File: src/hw/rtl/sbq_pkg.sv
`default_nettype none

package sbq_pkg;

  localparam logic [1:0] OP_BLOCK  = 2'd0;
  localparam logic [1:0] OP_WAKE   = 2'd1;
  localparam logic [1:0] OP_REMOVE = 2'd2;
  localparam logic [1:0] OP_PEEK   = 2'd3;

  localparam int KEY_W  = 32;
  localparam int PROC_W = 5;

  typedef struct packed {
    logic [1:0]        op;
    logic [KEY_W-1:0]  key;
    logic [PROC_W-1:0] pid;
  } req_t;

  typedef struct packed {
    logic [PROC_W-1:0] proc;
    logic              hit;
    logic              pool_err;
  } res_t;

endpackage

`default_nettype wire

File: src/hw/rtl/sbq_table.sv
`default_nettype none

module sbq_table #(
  parameter int MAX_PROCS = 32
) (
  input  logic          clk,
  input  logic          rst,
  input  logic          go,
  input  sbq_pkg::req_t req,
  output sbq_pkg::res_t res
);

  localparam int IW = (MAX_PROCS > 2) ? $clog2(MAX_PROCS) : 1;

  // descriptor side
  logic [MAX_PROCS-1:0]     desc_in_use;
  logic [sbq_pkg::KEY_W-1:0] desc_key [MAX_PROCS];
  logic [IW-1:0]            queue_head [MAX_PROCS];
  logic [IW-1:0]            queue_tail [MAX_PROCS];
  // process side
  logic [MAX_PROCS-1:0]     proc_is_blocked;
  logic [IW-1:0]            proc_fwd [MAX_PROCS];
  logic [IW-1:0]            proc_bwd [MAX_PROCS];
  logic [IW-1:0]            proc_blocked_on [MAX_PROCS];

  logic          pid_ok;
  logic [IW-1:0] pidx;
  logic          found;
  logic [IW-1:0] fd;
  logic          have_free;
  logic [IW-1:0] fr;
  logic          do_unlink;
  logic [IW-1:0] up;
  logic [IW-1:0] ud;
  logic [IW-1:0] uh;
  logic [IW-1:0] ut;
  logic [IW-1:0] upr;
  logic [IW-1:0] unx;

  logic          use_we;
  logic [IW-1:0] use_wa;
  logic          use_wd;
  logic          blk_we;
  logic [IW-1:0] blk_wa;
  logic          blk_wd;
  logic          key_we;
  logic [IW-1:0] key_wa;
  logic          head_we;
  logic [IW-1:0] head_wa;
  logic [IW-1:0] head_wd;
  logic          tail_we;
  logic [IW-1:0] tail_wa;
  logic [IW-1:0] tail_wd;
  logic          fwd_we;
  logic [IW-1:0] fwd_wa;
  logic [IW-1:0] fwd_wd;
  logic          bwd_we;
  logic [IW-1:0] bwd_wa;
  logic [IW-1:0] bwd_wd;
  logic          bon_we;
  logic [IW-1:0] bon_wa;
  logic [IW-1:0] bon_wd;

  assign pid_ok = int'(req.pid) < MAX_PROCS;
  assign pidx   = IW'(req.pid);

  // key match and first free slot; scan downward so the lowest index wins
  always_comb begin
    found     = 1'b0;
    fd        = '0;
    have_free = 1'b0;
    fr        = '0;
    for (int d = MAX_PROCS - 1; d >= 0; d--) begin
      if (desc_in_use[d] && (desc_key[d] == req.key)) begin
        found = 1'b1;
        fd    = IW'(d);
      end
      if (!desc_in_use[d]) begin
        have_free = 1'b1;
        fr        = IW'(d);
      end
    end
  end

  // unlink target: queue head on wake, given process on remove
  assign up  = (req.op == sbq_pkg::OP_WAKE) ? queue_head[fd] : pidx;
  assign ud  = (req.op == sbq_pkg::OP_WAKE) ? fd : proc_blocked_on[pidx];
  assign uh  = queue_head[ud];
  assign ut  = queue_tail[ud];
  assign upr = proc_bwd[up];
  assign unx = proc_fwd[up];

  always_comb begin
    res       = '0;
    do_unlink = 1'b0;
    use_we    = 1'b0;
    use_wa    = '0;
    use_wd    = 1'b0;
    blk_we    = 1'b0;
    blk_wa    = '0;
    blk_wd    = 1'b0;
    key_we    = 1'b0;
    key_wa    = '0;
    head_we   = 1'b0;
    head_wa   = '0;
    head_wd   = '0;
    tail_we   = 1'b0;
    tail_wa   = '0;
    tail_wd   = '0;
    fwd_we    = 1'b0;
    fwd_wa    = '0;
    fwd_wd    = '0;
    bwd_we    = 1'b0;
    bwd_wa    = '0;
    bwd_wd    = '0;
    bon_we    = 1'b0;
    bon_wa    = '0;
    bon_wd    = '0;

    case (req.op)
      sbq_pkg::OP_BLOCK: begin
        if (pid_ok && !proc_is_blocked[pidx]) begin
          if (found) begin
            // append behind the current tail
            fwd_we  = 1'b1;
            fwd_wa  = queue_tail[fd];
            fwd_wd  = pidx;
            bwd_we  = 1'b1;
            bwd_wa  = pidx;
            bwd_wd  = queue_tail[fd];
            tail_we = 1'b1;
            tail_wa = fd;
            tail_wd = pidx;
            bon_we  = 1'b1;
            bon_wa  = pidx;
            bon_wd  = fd;
            blk_we  = 1'b1;
            blk_wa  = pidx;
            blk_wd  = 1'b1;
          end else if (have_free) begin
            use_we  = 1'b1;
            use_wa  = fr;
            use_wd  = 1'b1;
            key_we  = 1'b1;
            key_wa  = fr;
            head_we = 1'b1;
            head_wa = fr;
            head_wd = pidx;
            tail_we = 1'b1;
            tail_wa = fr;
            tail_wd = pidx;
            bon_we  = 1'b1;
            bon_wa  = pidx;
            bon_wd  = fr;
            blk_we  = 1'b1;
            blk_wa  = pidx;
            blk_wd  = 1'b1;
          end else begin
            res.pool_err = 1'b1;
          end
        end
      end
      sbq_pkg::OP_WAKE: begin
        if (found) begin
          do_unlink = 1'b1;
          res.proc  = sbq_pkg::PROC_W'(queue_head[fd]);
          res.hit   = 1'b1;
        end
      end
      sbq_pkg::OP_REMOVE: begin
        if (pid_ok && proc_is_blocked[pidx]) begin
          do_unlink = 1'b1;
          res.proc  = req.pid;
          res.hit   = 1'b1;
        end
      end
      sbq_pkg::OP_PEEK: begin
        if (found) begin
          res.proc = sbq_pkg::PROC_W'(queue_head[fd]);
          res.hit  = 1'b1;
        end
      end
      default: begin
      end
    endcase

    if (do_unlink) begin
      blk_we = 1'b1;
      blk_wa = up;
      blk_wd = 1'b0;
      if ((uh == up) && (ut == up)) begin
        // last waiter gone: free the descriptor
        use_we = 1'b1;
        use_wa = ud;
        use_wd = 1'b0;
      end else if (uh == up) begin
        head_we = 1'b1;
        head_wa = ud;
        head_wd = unx;
      end else if (ut == up) begin
        tail_we = 1'b1;
        tail_wa = ud;
        tail_wd = upr;
      end else begin
        fwd_we = 1'b1;
        fwd_wa = upr;
        fwd_wd = unx;
        bwd_we = 1'b1;
        bwd_wa = unx;
        bwd_wd = upr;
      end
    end
  end

  always_ff @(posedge clk) begin
    if (rst) begin
      desc_in_use     <= '0;
      proc_is_blocked <= '0;
    end else if (go) begin
      if (use_we) begin
        desc_in_use[use_wa] <= use_wd;
      end
      if (blk_we) begin
        proc_is_blocked[blk_wa] <= blk_wd;
      end
    end
  end

  always_ff @(posedge clk) begin
    if (go) begin
      if (key_we) begin
        desc_key[key_wa] <= req.key;
      end
      if (head_we) begin
        queue_head[head_wa] <= head_wd;
      end
      if (tail_we) begin
        queue_tail[tail_wa] <= tail_wd;
      end
      if (fwd_we) begin
        proc_fwd[fwd_wa] <= fwd_wd;
      end
      if (bwd_we) begin
        proc_bwd[bwd_wa] <= bwd_wd;
      end
      if (bon_we) begin
        proc_blocked_on[bon_wa] <= bon_wd;
      end
    end
  end

endmodule

`default_nettype wire

File: src/hw/rtl/semaphore_blocked_queue_table_unit.sv
// Channel   Direction  Handshake            Payload
// request   in         in_valid / in_stall  opcode, sem_key, proc_id
// result    out        res_valid/res_stall  out_proc, out_valid, pool_empty_error
//
// One request enters per cycle while the result is not stalled. The transfer loads the
// input register, and the result register is loaded from it once the result slot is
// free, together with res_valid. The table lookup and list update sit in one
// combinational pass over flip-flop state between them.
// Synchronous reset empties the descriptor pool and the blocked set at once.
// A stalled result holds the request register; in_stall rises only then.
`default_nettype none

module semaphore_blocked_queue_table_unit #(
  parameter int MAX_PROCS = 32
) (
  input  logic        clk,
  input  logic        rst,
  input  logic        in_valid,
  output logic        in_stall,
  input  logic [1:0]  opcode,
  input  logic [31:0] sem_key,
  input  logic [4:0]  proc_id,
  output logic        res_valid,
  input  logic        res_stall,
  output logic [4:0]  out_proc,
  output logic        out_valid,
  output logic        pool_empty_error
);

  logic          in_v;
  sbq_pkg::req_t in_req;
  sbq_pkg::res_t res;
  logic          go;
  logic          take;

  assign go       = in_v && (!res_valid || !res_stall);
  assign in_stall = in_v && !go;
  assign take     = in_valid && !in_stall;

  always_ff @(posedge clk) begin
    if (rst) begin
      in_v <= 1'b0;
    end else if (take) begin
      in_v <= 1'b1;
    end else if (go) begin
      in_v <= 1'b0;
    end
  end

  always_ff @(posedge clk) begin
    if (take) begin
      in_req <= '{op: opcode, key: sem_key, pid: proc_id};
    end
  end

  sbq_table #(
    .MAX_PROCS(MAX_PROCS)
  ) u_table (
    .clk(clk),
    .rst(rst),
    .go (go),
    .req(in_req),
    .res(res)
  );

  always_ff @(posedge clk) begin
    if (rst) begin
      res_valid <= 1'b0;
    end else if (go) begin
      res_valid <= 1'b1;
    end else if (!res_stall) begin
      res_valid <= 1'b0;
    end
  end

  // hold the result while the consumer stalls
  always_ff @(posedge clk) begin
    if (go) begin
      out_proc         <= res.proc;
      out_valid        <= res.hit;
      pool_empty_error <= res.pool_err;
    end
  end

endmodule

`default_nettype wire

File: config.mk
export PLATFORM = sky130hd
export DESIGN_NAME = semaphore_blocked_queue_table_unit
export DESIGN_NICKNAME = d
export VERILOG_FILES = /design/src/hw/rtl/sbq_pkg.sv /design/src/hw/rtl/sbq_table.sv /design/src/hw/rtl/semaphore_blocked_queue_table_unit.sv
export SDC_FILE = /design/constraint.sdc
export NUM_CORES = 2
export LEC_CHECK = 0
export BUFFER_PORTS_ARGS = -buffer_cell sky130_fd_sc_hd__buf_4
export CAP_MARGIN = 20
export CORE_ASPECT_RATIO = 1.2
export CORE_MARGIN = 2
export CORE_UTILIZATION = 58
export CTS_CLUSTER_DIAMETER = 30
export DETAILED_ROUTE_END_ITERATION = 10
export PLACE_DENSITY = 0.87
export SYNTH_ARGS = -nofsm -noshare
export SYNTH_HDL_FRONTEND = slang
export SYNTH_SLANG_ARGS = --single-unit
File: constraint.sdc
create_clock -name clk -period 8.4 [get_ports clk]
set_input_delay 0.42 -clock clk [delete_from_list [all_inputs] [get_ports clk]]
set_output_delay 0.42 -clock clk [all_outputs]
set_load 0.1 [all_outputs]
# Yosys cells after proc, flatten, opt, wreduce, memory -nomap -nowiden
# Memory sizes are Yosys's and may differ from the RTL's. A register that Yosys moved wholly into a read port is not among the register bits.
# Cells that the tools add are included.
op_classes:
  div_mod_pow: 0
  eq_ne: 38
  shift: 0
  add_sub_neg: 0
  magnitude_cmp: 5
  n_mul: 0
  n_mux: 236
  n_bitwise: 1
  n_reduce_logical: 49
ops:
  columns: ["op", "n"]
  rows:
  - ["equality test 32 bit", 32]
  - ["2-to-1 mux 5 bit", 112]
  - ["2-to-1 mux 1 bit", 115]
  - ["bitwise mux 32 bit", 2]
  - ["logical AND 1 bit", 38]
  - ["< comparator 5 x 6 -> 1 bit (second input constant)", 3]
  - ["2-to-1 mux 6 bit", 2]
  - ["one-hot mux 6 bit (2 select lines)", 1]
  - ["demux 1 bit (select 5 bit)", 2]
  - ["equality test 5 bit", 2]
  - [">= comparator 5 x 1 -> 1 bit (second input constant)", 2]
  - ["binary-select mux 1 bit (select 5 bit)", 1]
  - ["equality test 2 bit (second input constant)", 2]
  - ["zero test 1 bit", 4]
  - ["AND reduction 2 bit", 2]
  - ["OR reduction 3 bit", 1]
  - ["equality test 2 x 1 -> 1 bit (second input constant)", 1]
  - ["zero test 2 bit", 1]
  - ["!= test 2 x 1 -> 1 bit (second input constant)", 1]
  - ["one-hot mux 1 bit (2 select lines)", 1]
  - ["nonzero test 2 bit", 1]
  - ["OR reduction 2 bit", 1]
  - ["logical OR 1 bit", 1]
  - ["NOT 1 bit", 1]
word_totals:
  rom_bits: 0
  mem_count: 6
  ramBits: 1824
  input_bits: 43
  regBits: 112
  wordCells: 345
  latchBits: 0
mem_list:
  columns: ["name", "depth", "width", "read_ports", "rd_clocked_by_memory_dff", "wr", "line", "source"]
  rows:
  - ["u_table.desc_key", 32, 32, 32, 0, 1, "sbq_table.sv:17", "logic [sbq_pkg::KEY_W-1:0] desc_key [MAX_PROCS];"]
  - ["u_table.proc_blocked_on", 32, 5, 1, 1, 1, "sbq_table.sv:24", "logic [IW-1:0] proc_blocked_on [MAX_PROCS];"]
  - ["u_table.proc_bwd", 32, 5, 1, 0, 1, "sbq_table.sv:23", "logic [IW-1:0] proc_bwd [MAX_PROCS];"]
  - ["u_table.proc_fwd", 32, 5, 1, 0, 1, "sbq_table.sv:22", "logic [IW-1:0] proc_fwd [MAX_PROCS];"]
  - ["u_table.queue_head", 32, 5, 2, 0, 1, "sbq_table.sv:18", "logic [IW-1:0] queue_head [MAX_PROCS];"]
  - ["u_table.queue_tail", 32, 5, 2, 0, 1, "sbq_table.sv:19", "logic [IW-1:0] queue_tail [MAX_PROCS];"]

# Logic depth before layout (Yosys ltp)
# An unclocked memory read counts as a cell.
logic_depth:
  depth_word: 46
  depth_mapped: 32
  mapped_depth_nobuf: 20

# Hierarchy
# A second synthesis with hierarchy kept.
unflattened:
  cells_unflattened: 6925
  area_unflattened_um2: 91746.7
by_module_without_submodules:
  columns: ["module", "cells_each", "instances", "area_each_um2"]
  rows:
  - ["sbq_table", 6869, 1, 90279.1]
  - ["semaphore_blocked_queue_table_unit", 56, 1, 1467.7]

# Worst setup path before layout
# No wires, ideal clock.
synth_path:
  path_type: "register to register"
  start: "register in_req[8] in the netlist's numbering"
  end: "memory u_table.proc_fwd[12][0] in the netlist's numbering (enable)"
  synth_period_minus_slack_ps: 8041
  slack_ps: 359
  n_path_buf: 7
  path_stages_with_launch: 28
  required_time_ps: 8054
  t_arrival_ps: 7695
  path_cell_list: "edfxtp_1 -> buf_2 -> buf_4 -> buf_2 -> xnor2_1 -> nand2_1 -> a2111oi_0 -> nand3_1 -> o211ai_1 -> a31oi_1 -> o311a_2 -> nor2_8 -> buf_6 -> buf_6 -> mux2_2 -> o211ai_1 -> o211ai_1 -> o311a_2 -> a21o_1 -> buf_6 -> buf_4 -> mux2_2 -> o22ai_1 -> o21ai_0 -> a21oi_1 -> o31ai_1 -> nand2_1 -> nor2b_1"
synth_rtl:
  columns: ["element", "line", "source"]
  rows:
  - ["from (decl)", "semaphore_blocked_queue_table_unit.sv:31", "sbq_pkg::req_t in_req;"]
  - ["from (signal assigned)", "semaphore_blocked_queue_table_unit.sv:52", "in_req <= '{op: opcode, key: sem_key, pid: proc_id};"]
  - ["parallel branches: the longest is 41 deep, another holds equality test 32 bit", null, null]
  - ["2-to-1 mux 5 bit (*)", null, null]
  - ["net u_table.bwd_wd[3]", "sbq_table.sv:59", "logic [IW-1:0] bwd_wd;"]
  - ["to (decl)", "sbq_table.sv:22", null]
# Mark *: on every way through the listed nets, which the timed path passes.

# Worst setup path after layout
layout_path:
  start: "register in_req[27] in the netlist's numbering"
  end: "memory u_table.proc_bwd[9][2] in the netlist's numbering (enable)"
layout_between:
  elab_chain_len: 44
layout_lines:
  columns: ["element", "line"]
  rows:
  - ["parallel branches: the longest is 44 deep, another holds equality test 32 bit", null]
  - ["to (decl)", "sbq_table.sv:23"]
# Several ways; the timed one is not identified.

==> results.yml <==
status:
  outcome: "finished, violations left"
  violations: "setup timing"
setup_path:
  crit_family: "compound AO/OA/AOI/OAI gates"
  crit_top_cell: "buf_4"
  path_max_fanout: 22
  critPathMaxStageDelay_ps: 650
  crit_path_end_kind: "register"
  crit_buf_inv: 8
  slowest_stage: "o41ai_2"
  crit_type: "register to register"
  worstPathArrival_ps: 9200
  cp-start-kind: "register"
  cp.required_ps: 9070
placement:
  hpwl_um: 193000
  placedCellCount: 9058
  gp_congestion: 1.04
  placed_cell_area_sq_um: 96900
  io_buffers: 51
  pre_cts_slack_ps: 83.9
floorplan:
  start_util: 0.585
  die_w_um: 365
  rows: 158
  fp.dieH_um: 437
  die_area_sq_um: 159000
  pin_count: 52
  core-area_sq_um: 155000
route:
  antenna_left: 0
  drt_wl_total_um: 307000
  dr.pass1.iters: 6
  drc: 0
  drtIter0Drc: 10200
  wl_per_cell_um: 31.5
  vias_per_cell: 6.88
  num_vias: 66900
run:
  max-cap-violations: 0
final_layout:
  finish.instance_area_sq_um: 109000
  nNetsFinal: 7430
  fill_cells: 9366
  syn_to_final_growth_pct: 20.2
  drive_above_1_share: 0.194
  stdcell_count: 9729
synthesis:
  synth_top_area_share: 0.620
  ys_seq_area_frac: 0.636
  netlist_instances: 6684
  syn-cell-area_sq_um: 90500
  ys_warn_count: 0
  synth_top_area_cell: "edfxtp_1"
  synth.avg_cell_area_sq_um: 13.5
  synth.most_common_cell: "edfxtp_1"
  synth_ff_type: "edfxtp_1"
  ys_types: 120
  synth_edf_count: 1870
  syn_nets: 6732
  synth-seq-cells: 1941
  synth_common_cells: "edfxtp_1 (1870), xor2_1 (798), nand2_1 (483)"
  async_flop_share: 0
  yosys-top-cells-area: "edfxtp_1 (62%), xor2_1 (7.7%), mux2i_1 (2.9%)"
clocking:
  htree_num_levels: 5
  cts_tree: "yes"
  cts_made_buffers: 343
  cts_num_sinks: 1941
  root_buffer: "clkbuf_16"
  clock_path_buffers: 4
  clk_latency_ps: 1010
  cts.clk_slew.worst_paths_ps: 50
timing:
  drv_slew: 0
  post-route-period-util: 1.02
  max-slew-margin-rel: 0.207
  hold_viol_final: 0
  max_freq_mhz: 117
  finalSetupTns_ps: -814
  finClkSkew_ps: 107
  tightest_slew_ps: 1190
  rsz0062_at_grt: "false"
  setup_viol: 21
  min_period_ps: 8530
  layout_setup_ws_ps: -135
global_route:
  grt_max_degree: 68
  grt_overflow: 0
  antenna_found_initial: 2
  first_global_vias: 67100
  grt_pass1_wl_um: 442000
  grt.total_usage: 0.380
power_and_ir_drop:
  power_mw: 25.9
  leakage_nw: 38.2
  powerDensity_nw_per_um2: 238
  vdd_ir_drop_max_mv: 0.309
min_path:
  worstHoldPathType: "input port to register"
==> per-stage QoR <==
step	hold slack, ps	utilization
after floorplan	433	-
after global placement	439	0.626
after detailed placement	457	0.626
after CTS	13.4	0.702
after global routing	69.7	0.703
final	67.6	0.703
==> worst reg2reg max path, delay by kind of cell (launching register included) <==
kind                   cells  cell delay [ps]
AO/OA/AOI/OAI             13             3840
XOR/XNOR                   1              230
buffers and inverters      8             1660
flip-flops                 1              430
AND/OR/NAND/NOR            6             2090
==> registers in the layout, summed over array words and instances, names as in the netlist, 5 cells and up, named ones only <==
name,count
u_table.queue_tail,160
u_table.desc_key,1024
u_table.proc_is_blocked,32
out_proc,5
u_table.proc_bwd,160
u_table.desc_in_use,32
u_table.queue_head,160
u_table.proc_fwd,160
in_req,39
u_table.proc_blocked_on,160
==> what timing repair did <==
| action | CTS | global route |
|---|---|---|
| hold endpoints to repair | 46 | 0 |
| endpoints found under the setup margin | 111 | 733 |
| cloned | 0 | 1 |
| gates resized for setup | 1 | 18 |
| buffers inserted | 6 | 7 |
| hold buffers | 43 | 0 |
| pin swaps | 1 | 3 |
==> layout make-up <==
type,count,area [sq um],area share
Clock inverter,227,2300,0.0211
Antenna cell,2,5.00,0.0000460
Clock buffer,383,8950,0.0823
Sequential cell,1941,57600,0.529
Inverter,63,236,0.00217
Multi-Input combinational cell,4308,30800,0.283
Tap cell,2080,2600,0.0239
Timing Repair Buffer,725,6360,0.0584
==> report_power, final <==
group	internal, mW	leakage (nW)	total [mW]	switching [mW]
combinational	0.503	14.4	1.58	1.08
sequential	10.6	18.4	10.6	0.0370
clock	8.63	5.42	13.7	5.04
total	19.7	38.2	25.9	6.16
==> kinds of logic (layout without fill, tap and decap cells) <==
kind of cell               Yosys count  after routing  synth area share
and+or+nand+nor                   2086           2086             0.122
DFF                               1941           1941             0.636
muxes                              379            379            0.0516
buffers and inverters              436           1398            0.0276
adders and majority gates            5              5          0.000691
xor gates and xnor gates          1024           1024            0.0991
other                                0              2                 0
AOI/OAI and AO/OA                  813            814            0.0625
==> per-layer routing <==
layer / track usage / vias to the layer above / routed length (um)
li1: - / 27100 / -
met2: 0.596 / 5734 / 141000
met5: 0 / - / 12
met3: 0.101 / 1668 / 36100
met1: 0.439 / 32500 / 98900
met4: 0.308 / 2 / 30700
==> layout by cell type, fill, tap and decap left out, types with 28 or more instances in the layout <==
| master | instances |
|---|---|
| nor2_1 | 273 |
| bufinv_16 | 29 |
| o22ai_1 | 34 |
| clkinv_2 | 37 |
| mux2i_1 | 260 |
| clkinvlp_4 | 39 |
| dfxtp_1 | 69 |
| nand2b_1 | 49 |
| nand2_1 | 483 |
| nand3_1 | 221 |
| clkinv_4 | 34 |
| a211oi_1 | 109 |
| a22oi_1 | 37 |
| mux4_2 | 64 |
| or3_1 | 33 |
| or4_1 | 52 |
| clkinv_1 | 34 |
| clkbuf_16 | 352 |
| nor4_1 | 374 |
| mux2_2 | 53 |
| nand4b_1 | 36 |
| nand4_1 | 172 |
| xnor2_1 | 226 |
| o211ai_1 | 34 |
| a31oi_1 | 29 |
| buf_4 | 616 |
| buf_12 | 63 |
| nor3_1 | 111 |
| xor2_1 | 798 |
| o21ai_0 | 114 |
| nor2b_1 | 89 |
| inv_6 | 39 |
| clkbuf_1 | 28 |
| inv_1 | 61 |
| a21oi_1 | 176 |
| edfxtp_1 | 1870 |
| dlygate4sd3_1 | 43 |
| and2_1 | 45 |
==> worst paths after layout <==
path / from / endpoint / slack (ps) / cells past startpoint
min reg2reg: u_table.proc_is_blocked[3] / u_table.proc_is_blocked[3] / 470 / 2
max: in_req[27] / u_table.proc_bwd[9][2] / -130 / 28
max reg2reg: in_req[27] / u_table.proc_bwd[9][2] / -130 / 28
min: rst / u_table.desc_in_use[7] / 70 / 2
Power figures use the tool's default switching activity.
